[src/rtl/rwcc_pkg.sv]
// Shared constants and types for the RGB window convolution core.
`default_nettype none
package rwcc_pkg;
   localparam int MAX_WIDTH_DEF  = 2048;
   localparam int MAX_KERNEL_DEF = 5;
   localparam int COEF_BITS_DEF  = 12;
   localparam int SCALE_FRAC_DEF = 16;
   localparam int SCALE_BITS     = 18;
   localparam int PIX_BITS       = 24;
   localparam int CSR_DATA_BITS  = 60;
   localparam int CSR_IDX_BITS   = 3;

   // register indexes
   localparam logic [CSR_IDX_BITS-1:0] REG_COEF_0 = 3'd0;
   localparam logic [CSR_IDX_BITS-1:0] REG_COEF_1 = 3'd1;
   localparam logic [CSR_IDX_BITS-1:0] REG_COEF_2 = 3'd2;
   localparam logic [CSR_IDX_BITS-1:0] REG_COEF_3 = 3'd3;
   localparam logic [CSR_IDX_BITS-1:0] REG_COEF_4 = 3'd4;
   localparam logic [CSR_IDX_BITS-1:0] REG_SCALE  = 3'd5;
   localparam logic [CSR_IDX_BITS-1:0] REG_LARGE  = 3'd6;
   localparam logic [CSR_IDX_BITS-1:0] REG_DIMS   = 3'd7;

   localparam logic [SCALE_BITS-1:0] SCALE_RESET = 18'd65536;
   localparam logic [31:0]           DIMS_RESET  = 32'd31457920;

   // per-channel accumulator controls
   typedef struct packed {
      logic clear;
      logic acc;
      logic mul_lo;
      logic mul_hi;
   } mac_ctl_type;
endpackage
`default_nettype wire

[src/rtl/rwcc_mac.sv]
// Per-channel multiply-accumulate, scale, truncate toward zero and clamp.
`default_nettype none
module rwcc_mac
   import rwcc_pkg::*;
#(
   parameter int COEF_BITS       = COEF_BITS_DEF,
   parameter int SCALE_FRAC_BITS = SCALE_FRAC_DEF
) (
   input  wire logic                   clock,
   input  wire mac_ctl_type            ctl,
   input  wire logic [COEF_BITS-1:0]   coef,
   input  wire logic [7:0]             pix,
   input  wire logic [SCALE_BITS-1:0]  scale,
   output logic      [7:0]             result
);
   localparam int SUM_W  = COEF_BITS + 13;
   localparam int LO_W   = 13;
   localparam int HI_W   = SUM_W - LO_W;
   localparam int PLO_W  = LO_W + 1 + SCALE_BITS;
   localparam int PHI_W  = HI_W + SCALE_BITS;
   localparam int PROD_W = SUM_W + SCALE_BITS + 1;
   localparam int Q_W    = PROD_W - SCALE_FRAC_BITS;

   logic signed [SUM_W-1:0]  sum_ff, sum_in;
   logic signed [PLO_W-1:0]  plo_ff;
   logic signed [PHI_W-1:0]  phi_ff;
   logic signed [COEF_BITS+8:0] term;
   logic signed [PROD_W-1:0] prod, adj;
   logic signed [Q_W-1:0]    quo;

   // coefficient times unsigned sample
   assign term = $signed(coef) * $signed({1'b0, pix});

   always_comb begin
      sum_in = sum_ff;
      if (ctl.clear) begin
         sum_in = '0;
      end else if (ctl.acc) begin
         sum_in = sum_ff + SUM_W'(term);
      end
   end

   // scale multiply split into low and high halves of the sum
   always_ff @(posedge clock) begin
      sum_ff <= sum_in;
      if (ctl.mul_lo) begin
         plo_ff <= $signed({1'b0, sum_ff[LO_W-1:0]}) * $signed(scale);
      end
      if (ctl.mul_hi) begin
         phi_ff <= $signed(sum_ff[SUM_W-1:LO_W]) * $signed(scale);
      end
   end

   // recombine, truncate toward zero, clamp
   always_comb begin
      prod = (PROD_W'(phi_ff) <<< LO_W) + PROD_W'(plo_ff);
      adj  = prod;
      if (prod[PROD_W-1]) begin
         adj = prod + PROD_W'((64'd1 << SCALE_FRAC_BITS) - 64'd1);
      end
      quo = Q_W'(adj >>> SCALE_FRAC_BITS);
      if (quo < 0) begin
         result = 8'd0;
      end else if (quo > Q_W'(255)) begin
         result = 8'd255;
      end else begin
         result = quo[7:0];
      end
   end
endmodule
`default_nettype wire

[config.mk]
export PLATFORM = sky130hd
export DESIGN_NAME = rwcc_mac
export DESIGN_NICKNAME = d
export VERILOG_FILES = /design/src/rtl/rwcc_pkg.sv /design/src/rtl/rwcc_mac.sv
export SDC_FILE = /design/constraint.sdc
export NUM_CORES = 2
export LEC_CHECK = 0
export BUFFER_PORTS_ARGS = -buffer_cell sky130_fd_sc_hd__buf_2
export CAP_MARGIN = 20
export CORE_ASPECT_RATIO = 0.5
export CORE_MARGIN = 1
export CORE_UTILIZATION = 40
export CTS_CLUSTER_SIZE = 40
export DETAILED_ROUTE_END_ITERATION = 16
export PLACE_DENSITY_LB_ADDON = 0.05
export SLEW_MARGIN = 5
export SYNTH_ARGS = -nofsm -noshare
export SYNTH_HDL_FRONTEND = slang
export SYNTH_SLANG_ARGS = --single-unit
[constraint.sdc]
create_clock -name clock -period 19.3 [get_ports clock]
set_input_delay 0.965 -clock clock [delete_from_list [all_inputs] [get_ports clock]]
set_output_delay 0.965 -clock clock [all_outputs]
set_load 0.03 [all_outputs]
==> summary by stage <==
CTS
In this run the post-CTS setup repair buffer count came out at 0. The clock reaches the later pin of the worst-skew pair after ~0.40 ns. TritonCTS built the clock tree. The maximum level of the CTS H-tree is 3. The clock-pin slew on the worst setup and hold paths is approximately 0.09 ns. The number of clock sinks is 87.

Counting the buffers created by CTS gives 9. Clock tree synthesis selected as its root buffer the cell clkbuf_16. The clock passes through at most 2 buffers. In this run, post-CTS hold repair placed 0 buffers. The number of resized instances in the post-cts repair step is 0.

Logic synthesis
In this run, synthesis inferred 62 flip-flops with an integrated enable. The post-synthesis cell type count is 83. The sequential element share of the synthesized area is just over 9%. The synthesized netlist net count is between 3000 and 4000.

The flip-flop and latch count after synthesis is just under 90. The cell area that synthesis handed to floorplanning was around 25000 µm². Counting flops with an async set or reset pin after synthesis yields a share of 0%. The number of instances in the synthesized netlist is about 2800. The count of synthesis-stage warnings from yosys is 0. The per-instance average area after synthesis is 9.26 µm². In the synthesized netlist the dominant register cell turns out to be edfxtp_1.

Placed design
The detailed placement HPWL is between 50000 and 60000 µm. The placement-stage worst setup slack is between 10 and 15 ns. The placed cell count is roughly 3500.

The number of input and output port buffers inserted is 50. The final weighted congestion in routability-driven placement is 0.833.

Critical path
The kind of critical path is input port to register. At the worst endpoint, the arrival time is around 7.5 ns. The kind of end point of the critical path is a register. The worst path required time is between 15 and 20 ns.

STA classifies the critical path startpoint as an input port. Along the worst path, the maximum fanout reaches 25.

STA
On the final layout, the worst hold slack is ~0.53 ns. The part of the cycle the worst path needs is 38.0%. For the pin with the worst max-slew slack, the measured transition is between 1 and 1.5 ns. After layout, the worst setup slack is between 10 and 15 ns. The setup TNS after final layout is 0 ns.

The final setup violation count is 0. The relative slew slack is around 33%. Based on the critical path, the design can be clocked at up to approximately 140 MHz.

After layout, the minimum clock period comes to about 7.3 ns. The final-report max-slew violation count is 0. The clock skew is around 0.016 ns. The number of hold violations in the final report is 0. Setup repair after global routing left no endpoint under its margin.

Floorplanning
The initial core utilization is between 40% and 50%. The die is ~180 µm tall. The die covers ~65000 µm². The floorplan has 64 rows. The number of I/O pins is 51. Measured along the x axis, the die boundary spans approximately 360 µm. The core area is roughly 62000 µm².

Outcome
The flow ran to the end, and the final reports show no timing, DRC or antenna violations.

Detailed routing
The first-pass iteration count of the detailed router is 5. The number of vias per cell after detailed routing is between 4 and 5. For this run, design rule violations remaining after detail routing come to 0. The detailed router finished its first iteration with about 920 violations. The total length of routed wires is roughly 62000 µm. The overall via count from detail_route is approximately 18000. The routed length per placed instance is approximately 18 µm. Once detail routing completed, the nets flagged for antenna violations numbered 0.

Cells and area
The total number of nets in the final design is 3520. Leaving out fill and tap cells, the most frequent cell in the layout is inv_1. In the layout the commonest cells are inv_1 (577), fa_1 (524), nand2_1 (357). The number of antenna diodes is 0. The layout-stage area growth over the synthesis result is 5.10%.

Cells with a size suffix above 1 make up 4.57% of the layout. The final standard cell count with taps included and fillers excluded is about 3600.

GRT
After global routing the overflow that remains totals 0. The first-pass GRT wire length is 106000 µm. Entering global routing, the biggest net connects 33 pins. The initial antenna violation count was 3.

The via count of the first global-routing pass is 19400. The global-route total usage across every layer is 20.8%.

Job
The tool flagged a number of max-cap violations equal to 0.

Hold path
In this run the worst hold path is classified as register to register.
-- cell usage after synthesis (all sizes together) (3+ instances only) --
| cell | instances | share of area [%] |
|---|---|---|
| a211o | 7 | 0.25 |
| a211oi | 11 | 0.32 |
| a21boi | 4 | 0.12 |
| a21o | 36 | 1.1 |
| a21oi | 92 | 1.9 |
| a311oi | 4 | 0.14 |
| a31oi | 11 | 0.38 |
| and2 | 227 | 5.6 |
| and3 | 8 | 0.20 |
| buf | 20 | 0.40 |
| clkbuf | 84 | 1.3 |
| dfxtp | 25 | 2.0 |
| edfxtp | 62 | 7.3 |
| fa | 524 | 41 |
| ha | 225 | 11 |
| inv | 577 | 8.5 |
| mux2i | 21 | 0.83 |
| nand2 | 357 | 5.3 |
| nand2b | 34 | 0.83 |
| nand3 | 29 | 0.57 |
| nand4 | 10 | 0.25 |
| nor2 | 75 | 1.1 |
| nor2b | 4 | 0.098 |
| nor3 | 30 | 0.59 |
| nor4 | 12 | 0.35 |
| nor4b | 3 | 0.10 |
| o211a | 4 | 0.16 |
| o21a | 14 | 0.41 |
| o21ai | 38 | 0.75 |
| o21bai | 20 | 0.63 |
| o22ai | 3 | 0.074 |
| o311ai | 3 | 0.10 |
| o31a | 3 | 0.10 |
| o31ai | 6 | 0.20 |
| o41ai | 3 | 0.10 |
| or2 | 9 | 0.22 |
| or3 | 7 | 0.18 |
| or4 | 6 | 0.22 |
| xnor2 | 89 | 3.1 |
| xor2 | 24 | 0.83 |
-- critical path, stage by stage --
cell	delay, ns
buf_2	0.51
nand2_1	0.17
fa_1	0.58
inv_1	0.05
fa_1	0.49
fa_1	0.53
fa_1	0.44
fa_1	0.55
inv_1	0.06
fa_1	0.52
inv_1	0.04
ha_1	0.34
and3_1	0.24
nand2_1	0.07
nor3_1	0.13
nand3_1	0.14
a311oi_1	0.45
o21bai_1	0.17
a21oi_1	0.27
nor2_1	0.10
a211o_1	0.29
o21bai_1	0.13
a21oi_1	0.09
xnor2_1	0.14
-- per-layer routing --
layer	vias to the layer above	track usage (%)	share of wire, %
li1	8423	-	-
met1	9052	30.0	51
met2	239	33.5	45
met3	28	3.26	4.0
met4	0	2.97	0.90
met5	-	0	0
-- per-stage QoR --
| step | utilization [%] | instance area (µm²) |
|---|---|---|
| final | 43.1 | 26800 |
| after detailed placement | 42.6 | 26500 |
| after CTS | 43.1 | 26800 |
| after global routing | 43.1 | 26800 |
| after floorplan | - | 25500 |
| after global placement | 42.6 | 26500 |
-- path summary, 6_finish.rpt --
check	slack (ns)	cells after the start	startpoint	endpoint
setup / recovery	11.97	24	scale[9]	plo_ff[31]
hold / removal	0.53	2	sum_ff[15]	sum_ff[15]
setup reg to reg	11.98	20	sum_ff[4]	plo_ff[22]
hold reg to reg	0.53	2	sum_ff[15]	sum_ff[15]
-- sequential cells by signal, indices dropped and copies added, names as in the netlist --
| signal | cells |
|---|---|
| plo_ff | 32 |
| phi_ff | 30 |
| sum_ff | 25 |
-- area by class of cell --
type,instances,area (µm²)
clock buffers,9,225
fillers,6171,35300
flip-flops and latches,87,2360
multi-input cells,1984,20500
repair buffers,69,393
inverters,577,2170
clock inverters,7,86.3
well taps,825,1030
-- kinds of logic (layout without fill, tap and decap cells) --
group	Yosys count	in the layout	share of synthesized area, %
AOI/OAI and AO/OA	283	283	7.67
DFF	87	87	9.27
buffers and inverters	681	662	10.2
and+or+nand+nor	818	818	15.9
xor gates and xnor gates	113	113	3.89
adders and majority gates	749	749	52.2
muxes	21	21	0.825
Power is not shown: default switching activity piles up to over one toggle a cycle in this logic, so the estimate is an artifact.
