`src/rtl/rwcc_pkg.sv`:
```
// Shared constants and types for the RGB window convolution core.
`default_nettype none
package rwcc_pkg;
   localparam int MAX_WIDTH_DEF  = 2048;
   localparam int MAX_KERNEL_DEF = 5;
   localparam int COEF_BITS_DEF  = 12;
   localparam int SCALE_FRAC_DEF = 16;
   localparam int SCALE_BITS     = 18;
   localparam int PIX_BITS       = 24;
   localparam int CSR_DATA_BITS  = 60;
   localparam int CSR_IDX_BITS   = 3;

   // register indexes
   localparam logic [CSR_IDX_BITS-1:0] REG_COEF_0 = 3'd0;
   localparam logic [CSR_IDX_BITS-1:0] REG_COEF_1 = 3'd1;
   localparam logic [CSR_IDX_BITS-1:0] REG_COEF_2 = 3'd2;
   localparam logic [CSR_IDX_BITS-1:0] REG_COEF_3 = 3'd3;
   localparam logic [CSR_IDX_BITS-1:0] REG_COEF_4 = 3'd4;
   localparam logic [CSR_IDX_BITS-1:0] REG_SCALE  = 3'd5;
   localparam logic [CSR_IDX_BITS-1:0] REG_LARGE  = 3'd6;
   localparam logic [CSR_IDX_BITS-1:0] REG_DIMS   = 3'd7;

   localparam logic [SCALE_BITS-1:0] SCALE_RESET = 18'd65536;
   localparam logic [31:0]           DIMS_RESET  = 32'd31457920;

   // per-channel accumulator controls
   typedef struct packed {
      logic clear;
      logic acc;
      logic mul_lo;
      logic mul_hi;
   } mac_ctl_type;
endpackage
`default_nettype wire

```
`src/rtl/rwcc_cell.sv`:
```
// One window cell: holds a pixel, shifts on load, rotates during the sum.
`default_nettype none
module rwcc_cell
   import rwcc_pkg::*;
(
   input  wire logic                clock,
   input  wire logic                load_en,
   input  wire logic                rot_en,
   input  wire logic [PIX_BITS-1:0] load_d,
   input  wire logic [PIX_BITS-1:0] rot_d,
   output logic      [PIX_BITS-1:0] q
);
   logic [PIX_BITS-1:0] pix_ff, pix_in;

   always_comb begin
      pix_in = pix_ff;
      if (load_en) begin
         pix_in = load_d;
      end else if (rot_en) begin
         pix_in = rot_d;
      end
   end

   always_ff @(posedge clock) begin
      pix_ff <= pix_in;
   end

   assign q = pix_ff;
endmodule
`default_nettype wire

```
`config.mk`:
```
export PLATFORM = sky130hd
export DESIGN_NAME = rwcc_cell
export DESIGN_NICKNAME = d
export VERILOG_FILES = /design/src/rtl/rwcc_pkg.sv /design/src/rtl/rwcc_cell.sv
export SDC_FILE = /design/constraint.sdc
export NUM_CORES = 1
export LEC_CHECK = 0
export BUFFER_PORTS_ARGS = -buffer_cell sky130_fd_sc_hd__buf_2
export CAP_MARGIN = 20
export CORE_UTILIZATION = 41
export DETAILED_ROUTE_END_ITERATION = 12
export PLACE_DENSITY = 0.84
export RECOVER_POWER = 100
export SETUP_SLACK_MARGIN = 0.15
export SYNTH_ARGS = -nofsm -noshare
export SYNTH_HDL_FRONTEND = slang
export SYNTH_SLANG_ARGS = --single-unit
```
`constraint.sdc`:
```
create_clock -name clock -period 1.73 [get_ports clock]
set_input_delay 0.346 -clock clock [delete_from_list [all_inputs] [get_ports clock]]
set_output_delay 0.346 -clock clock [all_outputs]
set_load 0.05 [all_outputs]
```
==> impl.org, run 1 <==
** Cells and area
- Area growth from synthesis to layout :: 28.4%
- The net count of the finished layout is 183.
- 0 antenna diodes ended up in the layout.
- Post-route standard cell area excluding fillers :: 1440 um^2
- Layout cells sized above 1 :: 0.511
- At the end of the flow the core is filled with cells to 0.570.
- Flip-flop count of the largest register, all copies and words added :: 24
- After the flow finishes, the layout carries non-filler instances totaling 161.

** Setup path
- CP arrival :: 1.14 ns
- For the worst setup path, the data required time is 1.38 ns.
- WS Path Type :: reg2out
- In this run the worst setup path begins at q[17].
- Among all stages on the critical path, the largest delay is contributed by sky130_fd_sc_hd__clkbuf_1.
- Of all nets on the critical path, the largest fanout is 1.
- Traced cell by cell, the critical path runs through clkbuf_1.
- Cell class contributing the biggest share of worst-path delay :: buffers and inverters
- Number of buffer and inverter stages on the critical path :: 1
- STA classifies the critical path endpoint as a primary output.
- Startpoint type of the worst setup path :: flop
- Slowest cell delay on critical path :: 0.47 ns

** STA
- Setup violations, final :: 0
- Worst hold slack after final layout :: 0.316 ns
- Unrepaired setup endpoints after global routing :: false
- For the pin with the worst max-slew slack, the measured transition is 0.605 ns.
- Max Slew Vio Count :: 0
- Of the available clock period, the critical path in the final layout requires 0.859.
- The number of hold violations in the final report came to 0.
- Normalized max-slew margin :: 0.598
- Top achievable clock speed :: 0.673 GHz
- The routed design could run at a clock period as short as 1.49 ns.
- After routing, the total negative slack on setup checks comes to 0 ns.

** Worst hold path
- In this run the worst hold path is classified as in2reg.
- The worst hold path begins at rot_d[20].

** Placement
- Summing all placed instances gives a cell area of 1520 um^2.
- Placer's final routability congestion estimate :: 0.636
- Count of input and output buffers :: 74
- # placed instances :: 157

** Power
- Psw :: 472 uW
- Ratio of total power to cell area :: 955 nW/um^2
- Worst IR Drop VDD :: 0.000538 V
- Of the total power, the clock network draws 0.179.
- The analysis attributes to cell leakage a power of 0.000617 uW.
- Of the total power, the share spent switching nets is 0.344.
- Internal power comes to 901 uW.
- The share of total power dissipated in sequential elements is 0.531.
- Of the total power, combinational logic draws 0.289.

** Detailed routing
- After detailed routing, the total wire length is 2130 um.
- For this run, design rule violations remaining after detail routing come to 0.
- In this run, the number of DRC markers left after iteration 0 of detailed routing was 9.
- Remaining number of nets flagged by the antenna check after routing :: 0
- For this run, the detailed router's first-pass iteration total came to 3.
- Routed WL per cell :: 13.2 um
- Using the TritonRoute via totals, the vias-per-cell ratio works out to 4.53.
- Across all layers, the routed design uses 730 vias.

** Logic synthesis
- Register area share after synthesis :: 0.644
- Number of register bits inferred by synthesis :: 24
- Top post-synthesis cells by count :: sky130_fd_sc_hd__edfxtp_1, sky130_fd_sc_hd__mux2_4, sky130_fd_sc_hd__mux2_2, sky130_fd_sc_hd__buf_12
- The number of nets in the synthesized netlist is 103.
- Counting flops with an async set or reset pin after synthesis yields a share of 0.
- Of the post-synthesis cell area, the dominant cell type holds 0.644.
- Average cell area after synthesis :: 21.5 um^2
- Library cell with the largest summed area after synthesis :: sky130_fd_sc_hd__edfxtp_1
- The mapped netlist covers 1120 um^2.
- Yosys printed 0 warnings.
- The synthesized netlist contains 6 unique library cells.
- Top flip-flop cell by instance count after synthesis :: sky130_fd_sc_hd__edfxtp_1
- sky130_fd_sc_hd__edfxtp_1 is the most common cell in the netlist.
- The synthesized design contains 24 enable-type register cells.
- Synthesis produced a netlist whose cell count is 52.
- By area the synthesized netlist is led by sky130_fd_sc_hd__edfxtp_1, sky130_fd_sc_hd__mux2_4, sky130_fd_sc_hd__mux2_2.

** Die
- The die is 54.3 um wide.
- After floorplanning, the core was divided into 18 placement rows.
- Die area :: 2940 um^2
- Boundary Pins :: 75
- The core region is 2520 um^2.
- The initial utilization of the core area, before any placement, comes to 0.444.
- The floorplan step set the die height to 54.3 um.

** Outcome
- The flow ran to the end, and the final reports show no timing, DRC or antenna violations.

** Global routing
- The via count of the first global-routing pass was 724.
- Maximum number of pins on one net before global-route repair :: 14
- Wire length of the first global-routing pass :: 2970 um
- Overflow after GRT :: 0
- The initial antenna violation count came to 0.
- GRT Resource Usage Total :: 0.149

** CTS
- Clock transition at the registers of the reported paths :: 0.13 ns
- Clock Root Buffer :: sky130_fd_sc_hd__clkbuf_4
- Clock tree synthesis found a total of 24 sinks.
- Buffers added to address setup during post-CTS repair amount to 0.
- Post-cts sizing count :: 0
- Buffers inserted to repair hold after CTS numbered 0.
- Number of clock buffers inserted by TritonCTS :: 3
- CTS built an H-tree with a depth of 1.
- CTS tree :: built
- Buffer levels on the longest clock path :: 2

** Flow run
- Max-cap violations in this run came to 0.
[area by class of cell]
class | count | area, um^2
Clock buffer | 3 | 22.5
Clock inverter | 1 | 3.75
Fill cell | 240 | 1080
Multi-Input combinational cell | 25 | 288
Sequential cell | 24 | 721
Tap cell | 30 | 37.5
Timing Repair Buffer | 78 | 365
[metal layers]
layer | track usage | vias to the layer above | part of all wire
li1 | - | 359 | -
met1 | 0.139 | 334 | 0.37
met2 | 0.293 | 35 | 0.55
met3 | 0.0250 | 2 | 0.065
met4 | 0.0897 | 0 | 0.013
met5 | 0 | - | 0
[logic make-up after synthesis]
group,count (synthesis),share of synthesized area
multiplexers,24,0.305
flip-flops,24,0.644
buffers and inverters,3,0.0458
AND/OR/NAND/NOR,1,0.00559
[worst paths after layout]
check | cells past startpoint | slack, ns | endpoint
max | 1 | 0.24 | q[17]
min | 2 | 0.32 | q[20]
[power groups by stage]
stage	Combinational, uW	Sequential, uW	Clock [uW]
after floorplan	98.8	973	0
after global placement	443	740	0
after detailed placement	449	742	0
after CTS	449	729	254
after global routing	416	736	269
final	397	729	246
[layout by cell type, fill, tap and decap left out]
cell	n
sky130_fd_sc_hd__buf_4	1
sky130_fd_sc_hd__mux2_1	16
sky130_fd_sc_hd__mux2_2	5
sky130_fd_sc_hd__buf_2	53
sky130_fd_sc_hd__clkbuf_1	22
sky130_fd_sc_hd__clkbuf_4	3
sky130_fd_sc_hd__clkbuf_2	2
sky130_fd_sc_hd__or2_0	1
sky130_fd_sc_hd__clkinv_1	1
sky130_fd_sc_hd__mux2_4	3
sky130_fd_sc_hd__edfxtp_1	24
[metrics by stage]
stage	power, uW	worst slack, ns
after floorplan	1070	0.157
after global placement	1180	0.370
final	1370	0.244
after detailed placement	1190	0.349
after global routing	1420	0.209
after CTS	1430	0.427
(Power assumes the default switching activity.)
==> run 2, diff against run 1 <==
--- a/config.mk
+++ b/config.mk
@@ -5,7 +5,7 @@
 export SDC_FILE = /design/constraint.sdc
 export NUM_CORES = 1
 export LEC_CHECK = 0
-export BUFFER_PORTS_ARGS = -buffer_cell sky130_fd_sc_hd__buf_2
+export BUFFER_PORTS_ARGS = -buffer_cell sky130_fd_sc_hd__buf_4
 export CAP_MARGIN = 20
 export CORE_UTILIZATION = 41
 export DETAILED_ROUTE_END_ITERATION = 12
==> run 2 against run 1 <==
Setup slack improved by 0.018 ns. Hold slack better by 0.0064 ns. Power increased by 2.8%. Highest routed layer unchanged. Combinational power rose by 13%. Critical path depth unchanged. Non-clock buffer count shrank 3. Global-route usage grew 0.76 points. Utilization rose by 6.0 points. Die area stayed put.
==> impl.org, run 2 (synthesis gave the netlist of run 1 again) <==
** Outcome
- Status :: finished clean

** Setup path
- CP arrival :: 1.12 ns (-0.02 ns)
- The worst setup path is captured at a primary output.
- WS Path Type :: reg2out
- Slowest cell delay on critical path :: 0.48 ns (about the same)
- Worst-path cell chain :: clkbuf_1
- The highest fanout seen on the critical path is 1 (unchanged).
- On the critical path, the stage with the largest delay is an instance of sky130_fd_sc_hd__clkbuf_1.
- On the critical path the largest part of the delay comes from buffers and inverters.
- STA classifies the critical path startpoint as a flop.
- The buffers plus inverters on the worst setup path was 1 (unchanged).
- Worst path required time :: 1.38 ns (about the same)

** Detailed routing
- Remaining number of nets flagged by the antenna check after routing :: 0 (unchanged)
- After detailed routing, no signal wire sits above met4.
- Vias after detailed routing :: 741 (+1.5%)
- The routed length per placed instance came to 14.2 um (+7.6%).
- The initial DRC count came to 14 (+5).
- The final wirelength was 2230 um (+4.9%).
- Detailed-route wire length on metal 1 :: 755 um (-4.2%)
- The met3 routed wirelength came to 158 um (+14%).
- Via density :: 4.72 (+4.1%)
- The number of iterations in the first detailed-routing pass was 3 (unchanged).
- Detailed-routed wire length on met2 :: 1240 um (+5.7%)
- The number of remaining DRC errors was 0 (unchanged).

** STA
- Worst Slack Setup Final :: 0.263 ns (+0.0183 ns)
- Clock period minus worst slack :: 1.47 ns (-0.0183 ns)
- Max Slew Vio Count :: 0 (unchanged)
- Number of hold-slack violations in the final timing report :: 0 (unchanged)
- The sum of negative setup slack came to 0 ns (unchanged).
- The worst-case headroom to the max-slew limit came to 0.597 (-0.00147).
- Unrepaired setup endpoints after global routing :: false
- The highest achievable clock rate came to 0.681 GHz (+1.2%).
- Setup violations, final :: 0 (unchanged)
- Post-route clock period utilization :: 0.848 (-0.0106)
- The slew at the pin closest to its max-slew limit was 0.605 ns (-0.000394 ns).

** Global routing
- The pin count of the biggest net entering global routing was 26 (+12).
- The wire length of the first global-routing pass was 3110 um (+4.9%).
- Overflow after GRT :: 0 (unchanged)
- The global-route total usage across every layer is 0.156 (+0.00760).
- The via count of the first global-routing pass came to 723 (-0.14%).
- Antenna violations before repair :: 0 (unchanged)

** CTS
- Number of clock buffers inserted by TritonCTS :: 3 (unchanged)
- Clock transition at the registers of the reported paths :: 0.12 ns (about the same)
- The root buffer cell chosen for the clock tree is sky130_fd_sc_hd__clkbuf_4.
- The count of clock tree sinks came to 24 (unchanged).
- The largest buffer count on any clock path is 2 (unchanged).
- Post-cts sizing count :: 0 (unchanged)
- The number of post-CTS setup repair buffers came to 0 (unchanged).
- The hold-fix buffer count after cts was 0 (unchanged).
- H-tree levels :: 1 (unchanged)
- TritonCTS built the clock tree.

** Power
- Worst IR Drop VDD :: 0.000522 V (-3.0%)
- Lkg Pwr :: 0.000681 uW (+10%)
- Ratio of total power to cell area :: 888 nW/um^2 (-7.0%)

** Placement
- Pre-CTS worst setup slack :: 0.313 ns (-0.0361 ns)
- The final RePlAce weighted congestion came to 0.633 (-0.44%).
- The placed standard-cell area was 1680 um^2 (+11%).
- The port buffer count is 74 (unchanged).

** Cells and area
- Post-route standard cell area excluding fillers :: 1590 um^2 (+11%)
- FF/Latch Area :: 721 um^2 (unchanged)
- The library cell used most frequently in the layout, excluding fill and tap cells, is sky130_fd_sc_hd__buf_4.
- The end-of-flow core utilization came to 0.630 (+0.0600).
- The fraction of final layout cells with drive strength greater than 1 came to 0.567 (+0.0555).
- Layout Nets :: 180 (-1.6%)
- Most frequent cells in the layout :: sky130_fd_sc_hd__buf_4, sky130_fd_sc_hd__edfxtp_1, sky130_fd_sc_hd__mux2_1
- Count of inserted antenna diode cells :: 0 (unchanged)
- The number of flip-flops under the largest register name is 24 (unchanged).
- From synthesis to final layout, the design area changed by 41.9%.
- The area used by multi-input combinational logic is 280 um^2 (-2.6%).
- The number of inserted filler cells in the final layout came to 231 (-3.8%).

** Die
- Die H :: 54.3 um (unchanged)
- The I/O pin count was 75 (unchanged).
- Die area :: 2940 um^2 (unchanged)
- The effective utilization at floorplan is 0.444 (unchanged).
- Area of the placeable core :: 2520 um^2 (unchanged)
- The floorplan die width was 54.3 um (unchanged).
- Row cnt :: 18 (unchanged)

** Worst hold path
- Class of the tightest hold or removal check :: in2reg

** Flow run
- The number of maximum-capacitance constraint violations is 0 (unchanged).
run 2: cell count changes in the layout (fill, tap and decap cells not counted), sizes merged:
cell and delta:
buf +8, clkbuf -11, clkinv -1
run 2: report_power, final:
part	leakage, uW	total, uW	internal, uW	switching (uW)
Combinational	0.000423	450	157	294
Sequential	0.000245	729	713	16.7
Clock	0.0000138	231	81.1	150
Total	0.000681	1410	950	461
run 2: path summary, 6_finish.rpt:
| path | startpoint | end | cells past startpoint |
|---|---|---|---|
| setup / recovery | q[23] | q[23] | 1 |
| hold / removal | rot_d[2] | q[2] | 2 |
run 2: layer usage:
layer	vias up	global-route usage
met5	-	0
met4	0	0.124
met3	8	0.0361
met2	41	0.287
met1	340	0.146
li1	352	-
run 2: per-stage QoR:
step           total power [uW]  std cells  hold slack [ns]
2_1_floorplan              1070         52            0.563
3_3_place_gp               1250        154            0.649
3_5_place_dp               1260        154            0.649
4_1_cts                    1490        157            0.323
5_1_grt                    1460        157            0.317
6_report                   1410        157            0.323
run 2: area by class of cell:
class                   instances  share of cell area
multi-input cells              25               0.176
repair buffers                 75               0.332
flip-flops and latches         24               0.454
well taps                      30              0.0236
clock buffers                   3              0.0142
